===== config.mk =====
export PLATFORM = sky130hd
export DESIGN_NAME = bef_divider
export DESIGN_NICKNAME = d
export VERILOG_FILES = /design/src/hw/rtl/bef_pkg.sv /design/src/hw/rtl/bef_divider.sv
export SDC_FILE = /design/constraint.sdc
export NUM_CORES = 2
export LEC_CHECK = 0
export BUFFER_PORTS_ARGS = -buffer_cell sky130_fd_sc_hd__clkbuf_2
export CAP_MARGIN = 10
export CORE_UTILIZATION = 25
export DETAILED_ROUTE_END_ITERATION = 8
export PLACE_DENSITY = 0.39
export SETUP_SLACK_MARGIN = 0.05
export SYNTH_ARGS = -nofsm -noshare
export SYNTH_HDL_FRONTEND = slang
export SYNTH_MEMORY_MAX_BITS = 65536
export SYNTH_SLANG_ARGS = --single-unit
export TNS_END_PERCENT = 20

===== constraint.sdc =====
create_clock -name clock -period 4.24 [get_ports clock]
set_input_delay 0.212 -clock clock [delete_from_list [all_inputs] [get_ports clock]]
set_output_delay 0.212 -clock clock [all_outputs]
set_load 0.005 [all_outputs]

===== src/hw/rtl/bef_pkg.sv =====
// ----------------------------------------------------------------------------
// bef_pkg
// Shared codes and widths for the box exit face and time unit.
// ----------------------------------------------------------------------------
package bef_pkg;

   localparam int NUM_FACES = 6;
   localparam int FACE_BITS = 3;
   localparam int TOL_BITS  = 31;

   localparam logic [FACE_BITS-1:0] FACE_NONE = 3'd6;

   typedef enum logic [1:0] {
      OUTCOME_CROSS   = 2'd0,
      OUTCOME_ON_FACE = 2'd1,
      OUTCOME_NONE    = 2'd2
   } outcome_type;

endpackage


===== src/hw/rtl/bef_divider.sv =====
// ----------------------------------------------------------------------------
// bef_divider
// Pipelined restoring divider: quo = sat(num * 2^FB / den), one quotient bit
// per stage, QB + 1 register stages.
// ----------------------------------------------------------------------------
module bef_divider #(
   parameter int QB = 32,
   parameter int FB = 16
) (
   input  logic          clock,
   input  logic          advance,
   input  logic [QB:0]   num,
   input  logic [QB-1:0] den,
   output logic [QB-1:0] quo
);
   import bef_pkg::*;

   localparam int DW = QB + 1 + FB;
   localparam int SW = 2 * QB + FB + 1;

   logic [DW-1:0] d_full;
   logic [DW-1:0] d_hi;
   logic          sat_w;

   logic [QB-1:0] r_ff   [QB+1];
   logic [QB-1:0] lo_ff  [QB+1];
   logic [QB-1:0] q_ff   [QB+1];
   logic [QB-1:0] den_ff [QB+1];
   logic          sat_ff [QB+1];

   logic [QB-1:0] r_in  [QB+1];
   logic [QB-1:0] q_in  [QB+1];

   always_comb begin
      d_full = {num, {FB{1'b0}}};
      d_hi   = d_full >> QB;
      // quotient would not fit in QB bits
      sat_w  = (SW'(num) << FB) >= (SW'(den) << QB);
   end

   always_comb begin
      logic [QB:0] t;
      logic        ge;
      r_in[0] = d_hi[QB-1:0];
      q_in[0] = '0;
      for (int k = 1; k <= QB; k++) begin
         t  = {r_ff[k-1], lo_ff[k-1][QB-1]};
         ge = t >= {1'b0, den_ff[k-1]};
         if (ge) begin
            r_in[k] = QB'(t - {1'b0, den_ff[k-1]});
         end else begin
            r_in[k] = t[QB-1:0];
         end
         q_in[k] = {q_ff[k-1][QB-2:0], ge};
      end
   end

   always_ff @(posedge clock) begin
      if (advance) begin
         r_ff[0]   <= r_in[0];
         q_ff[0]   <= q_in[0];
         lo_ff[0]  <= d_full[QB-1:0];
         den_ff[0] <= den;
         sat_ff[0] <= sat_w;
         for (int k = 1; k <= QB; k++) begin
            r_ff[k]   <= r_in[k];
            q_ff[k]   <= q_in[k];
            lo_ff[k]  <= lo_ff[k-1] << 1;
            den_ff[k] <= den_ff[k-1];
            sat_ff[k] <= sat_ff[k-1];
         end
      end
   end

   assign quo = sat_ff[QB] ? {QB{1'b1}} : q_ff[QB];

endmodule


* Word-level counts from Yosys, hierarchy flattened
Memory sizes are Yosys's and may differ from the RTL's.
Index checks and enable logic that the tools add are counted.
** Operators by class
- Multipliers :: 0
- Reduce and logical (&&, ||, !) cells :: 0
- Eq/ne operators :: 0
- Div/mod/pow operators :: 0
- Bitwise logic cells :: 0
- Shifts and indexed selects :: 0
- Multiplexer cells :: 35
- $add $sub $neg :: 32
- Order comparisons :: 33
** Operators by type and width (count)
- $ge A33 B32 Y1 :: 32
- $mux W32 :: 33
- $sub A32 B32 Y32 :: 32
- $ge A49 B64 Y1 :: 1
- $mux W1 :: 2
** Storage, ports and cells
- Memories kept :: 5
- Input bits :: 67
- Logic and storage cells :: 105
- Bits in registers :: 0
- ROM bits :: 0
- Output and inout port bits :: 32
- Bits in latches :: 0
- Bits in writable memories :: 4224
** Memories
- den_ff :: words 33, width 32, rd ports 32, clocked after Yosys merged registers in 0, write ports 33, RTL line bef_divider.sv:28 : logic [QB-1:0] den_ff [QB+1];
- q_ff :: words 33, width 32, rd ports 33, clocked after Yosys merged registers in 0, write ports 33, RTL line bef_divider.sv:27 : logic [QB-1:0] q_ff [QB+1];
- r_ff :: words 33, width 32, rd ports 32, clocked after Yosys merged registers in 0, write ports 33, RTL line bef_divider.sv:25 : logic [QB-1:0] r_ff [QB+1];
- lo_ff :: words 33, width 31, rd ports 32, clocked after Yosys merged registers in 0, write ports 33, RTL line bef_divider.sv:26 : logic [QB-1:0] lo_ff [QB+1];
- sat_ff :: words 33, width 1, rd ports 33, clocked after Yosys merged registers in 0, write ports 33, RTL line bef_divider.sv:29 : logic sat_ff [QB+1];

* Depth between registers and ports, before layout
An unclocked memory read counts as a cell.
- Depth after elaboration :: 3
- Depth in mapped cells :: 16
- Mapped depth without buffers :: 14

* Least setup slack after synthesis
OpenSTA, ideal clock, no wires.
- Path kind :: register to register
- Start point :: mem r_ff[1][17], in the netlist r_ff[0][49]
- End point :: mem r_ff[2][25], in the netlist r_ff[0][89] (data pin)
- Clock period less this slack :: 3545 ps
- Buffers on the path :: 1
- Library setup time :: 260 ps
- Cell stages (with the launch flop) :: 14
- Required time :: 3980 ps
- Data arrival time :: 3285 ps
- Path slack :: 695 ps
- Cells stage by stage :: edfxtp_1 ha_1 a21o_1 a21o_1 a21o_1 a2111oi_0 o31ai_1 a21oi_2 o21ai_1 a31oi_1 o21ai_1 a41oi_2 buf_4 mux2_2
** RTL lines (RTL line)
- start, declared :: bef_divider.sv:25

==> run_results.csv <==
group,metric,value,unit
status,outcome,"completed",
sta,grt_setup_unrepaired,"no",
sta,setup_ws,0.190,ns
critical_path,cp-end-kind,"flip-flop",
routing,vias,95523,
yosys,synth_top_area_frac,0.562,
routing,dr.pass1.iters,8,
sta,clock.fmax,0.247,GHz
critical_path,r2r_cells,14,
floorplan,die_area,587000,sq um
sta,hold_slack,0.0872,ns
floorplan,core.rowCount,280,
yosys,synth_cell_types,89,
critical_path,slowest_delay,0.42,ns
clock_tree,clkLatencyLatePin,1.02,ns
critical_path,worstSetupPathType,"reg -> reg",
placed_design,gp_congestion,0.815,
yosys,syn_nets,13749,
floorplan,core_area,582000,sq um
sta,worst_pin_slew,1.02,ns
yosys,ys_warn_count,0,
routing,ant_nets,0,
global_route,grt_max_degree,120,
power_and_ir_drop,vdd_drop_max,0.324,mV
yosys,ys_seq_elements,2730,
clock_tree,cts_tree,"built",
yosys,syn-instance-count,12625,
critical_path,reg2reg_slack,0.19,ns
placed_design,io_buffers,98,
clock_tree,cts_made_buffers,342,
clock_tree,clockBufferDepth,4,
placed_design,dp_hpwl,306000,microns
yosys,synth_edf_count,2730,
floorplan,fp.dieH,766,microns
yosys,syn_area,146000,sq um
global_route,grt_overflow_total,0,
floorplan,die_w,766,microns
hold_path,hp-start,"num[0]",
sta,min_period_over_period,0.955,
routing,wirelength,396000,microns
critical_path,cpMaxStageDelayCell,"o31ai_1",
critical_path,worstPathArrival,4.78,ns
hold_path,hold_depth,2,
sta,hold_viol,0,
yosys,synth_top_cell_by_area,"edfxtp_1",
floorplan,ios,99,
sta,maxSlewViolCount,0,
power_and_ir_drop,p_per_area,760,nW/um^2
global_route,grt_pass1_wl,601000,microns
routing,viasPerCell,4.46,
critical_path,crit_path_frequent_cell,"a21oi_1",
clock_tree,clkTransAtPathRegs,0.06,ns
hold_path,min_path_type,"in -> reg",
sta,finClkSkew,0.0571,ns
final_layout,drive_gt1_frac,0.112,
critical_path,crit_chain,"ha_1 -> and4_1 -> nand2_1 -> o21bai_1 -> a21oi_1 -> nor4_1 -> buf_4 -> o31ai_1 -> a21oi_1 -> or3_1 -> a31oi_2 -> o32ai_4 -> buf_12 -> mux2_2",
global_route,antenna_found_initial,10,
power_and_ir_drop,leakage,68.8,nW
global_route,grt_pass1_vias,98136,
clock_tree,htreeDepth,5,
sta,min_period,4.05,ns
hold_path,whs_endpoint,"lo_ff[0][15]",
routing,wire_per_inst,18.5,microns
routing,drtIter0Drc,5154,
yosys,ys_top_cells_by_area,"edfxtp_1 (56%), ha_1 (8.8%), inv_1 (3.4%)",
clock_tree,clockRootBuffer,"clkbuf_16",
sta,setup_viol,0,
run,drv_cap,0,
yosys,synthArstFlopShare,0,
clock_tree,clock-sinks,2730,
yosys,ys_seq_area_frac,0.562,
critical_path,r2r_start,"r_ff[0][389]",
yosys,synth.avg_cell_area,11.6,sq um
sta,maxSlewHeadroom,0.323,
critical_path,worstReg2RegEnd,"r_ff[0][421]",
critical_path,cp-start-kind,"flip-flop",
final_layout,nets,14514,
final_layout,syn2layout_area_growth,18.3,%
critical_path,cp.required,4.97,ns
global_route,grt.total_usage,0.130,
yosys,synth_ff_type,"edfxtp_1",
critical_path,path_max_fanout,32,
placed_design,post-place-ws,0.0246,ns
routing,post-route-drc-count,0,
floorplan,start_util,0.251,
-- critical path: cells and delay by family, from the launching register on --
kind                     cells  cell delay [ns]
adder cells (fa/ha/maj)      1             0.38
AO/OA/AOI/OAI                6             1.49
buffers and inverters        2             0.34
AND/OR/NAND/NOR              4             0.84
multiplexers                 1             0.30
flip-flops                   1             0.41
-- layout by cell type, fill, tap and decap left out, types with 90 or more instances in the layout --
cell	synthesis	layout
a21o_1	506	505
o31ai_1	105	102
xor2_1	341	341
inv_1	1308	1308
edfxtp_1	2730	2730
buf_4	3	386
nand2b_1	148	148
clkbuf_16	0	345
o21ai_0	889	885
ha_1	1026	1026
nand2_1	1026	1026
and3_1	90	90
a21oi_1	933	926
xnor2_1	474	474
clkbuf_2	0	97
o21a_1	113	112
mux2_2	320	320
a31oi_1	101	94
dlygate4sd3_1	0	130
nand3_1	185	184
nor3_1	154	154
o21bai_1	144	144
nor2_1	662	661
nor2b_1	147	147
nand4_1	166	166
-- stage by stage --
stage          cells  TNS, ns  instance area [sq um]  power (mW)   util
6_report       21426        0                 173000         131  0.297
5_1_grt        21425        0                 173000         141  0.297
4_1_cts        21413        0                 172000         133  0.296
3_5_place_dp   20667        0                 160000         102  0.275
3_3_place_gp   20667  -0.0538                 160000         102  0.275
2_1_floorplan  12625        0                 146000        82.2      -
-- cells by family after synthesis --
family          after synthesis  share of synthesized area
fa+ha+maj                  1057                     0.0922
simple gates               2818                     0.0899
flops                      2730                      0.562
xor+xnor                    815                     0.0489
mux                         342                     0.0262
compound gates             3286                      0.140
buf+inv                    1577                     0.0410
-- worst max-delay path by stage --
stage                     cells after the start           start      endpoint  slack (ns)
after floorplan                              13     r_ff[0][49]   r_ff[0][89]        0.70
after global placement                       17    lo_ff[0][30]   r_ff[0][62]       -0.05
after detailed placement                     14  den_ff[0][610]  r_ff[0][668]        0.02
after CTS                                    13    r_ff[0][834]  r_ff[0][894]        0.05
after global routing                         14  den_ff[0][160]  r_ff[0][220]        0.05
final                                        14    r_ff[0][389]  r_ff[0][421]        0.19
-- what timing repair did --
item,4_1_cts,5_1_grt
gates resized for setup,1,45
endpoints found under the setup margin,3,368
endpoints found under the hold margin,159,0
hold buffers,130,0
pin swaps,0,7
buffers inserted,0,4
-- routing by layer --
layer	routed length (microns)	vias to the layer above	share of wire	GRT usage
met1	168000	45973	0.43	0.156
met3	10800	565	0.027	0.0147
met2	205000	1091	0.52	0.245
li1	-	47892	-	-
met4	11300	2	0.028	0.0363
met5	12	-	0.000030	0
-- synth_stat cells (all sizes together), types with 148 or more instances --
master / count
a21o: 506
a21oi: 936
clkbuf: 219
edfxtp: 2730
ha: 1026
inv: 1308
mux2: 323
nand2: 1026
nand2b: 148
nand3: 186
nand4: 166
nor2: 662
nor3: 154
o21ai: 901
xnor2: 474
xor2: 341
-- power by group --
part	leakage (nW)	switching, mW	internal (mW)
Clock	5.53	12.2	17.8
Sequential	26.7	4.37	39.3
Combinational	36.5	32.1	25.5
-- flip-flops by register name, indices dropped and copies added (netlist names) --
name	count
r_ff	1009
den_ff	1024
q_ff	528
sat_ff	33
lo_ff	136
-- area by class of cell --
| cell class | instances | area (sq um) |
|---|---|---|
| inverters | 1308 | 4910 |
| flip-flops and latches | 2730 | 82000 |
| clock inverters | 220 | 2560 |
| well taps | 7755 | 9700 |
| diodes | 9 | 22.5 |
| multi-input cells | 8318 | 58400 |
| repair buffers | 690 | 6210 |
| clock buffers | 396 | 8820 |
| fillers | 59872 | 409000 |
Note: power is estimated with default switching activity, not from simulation.
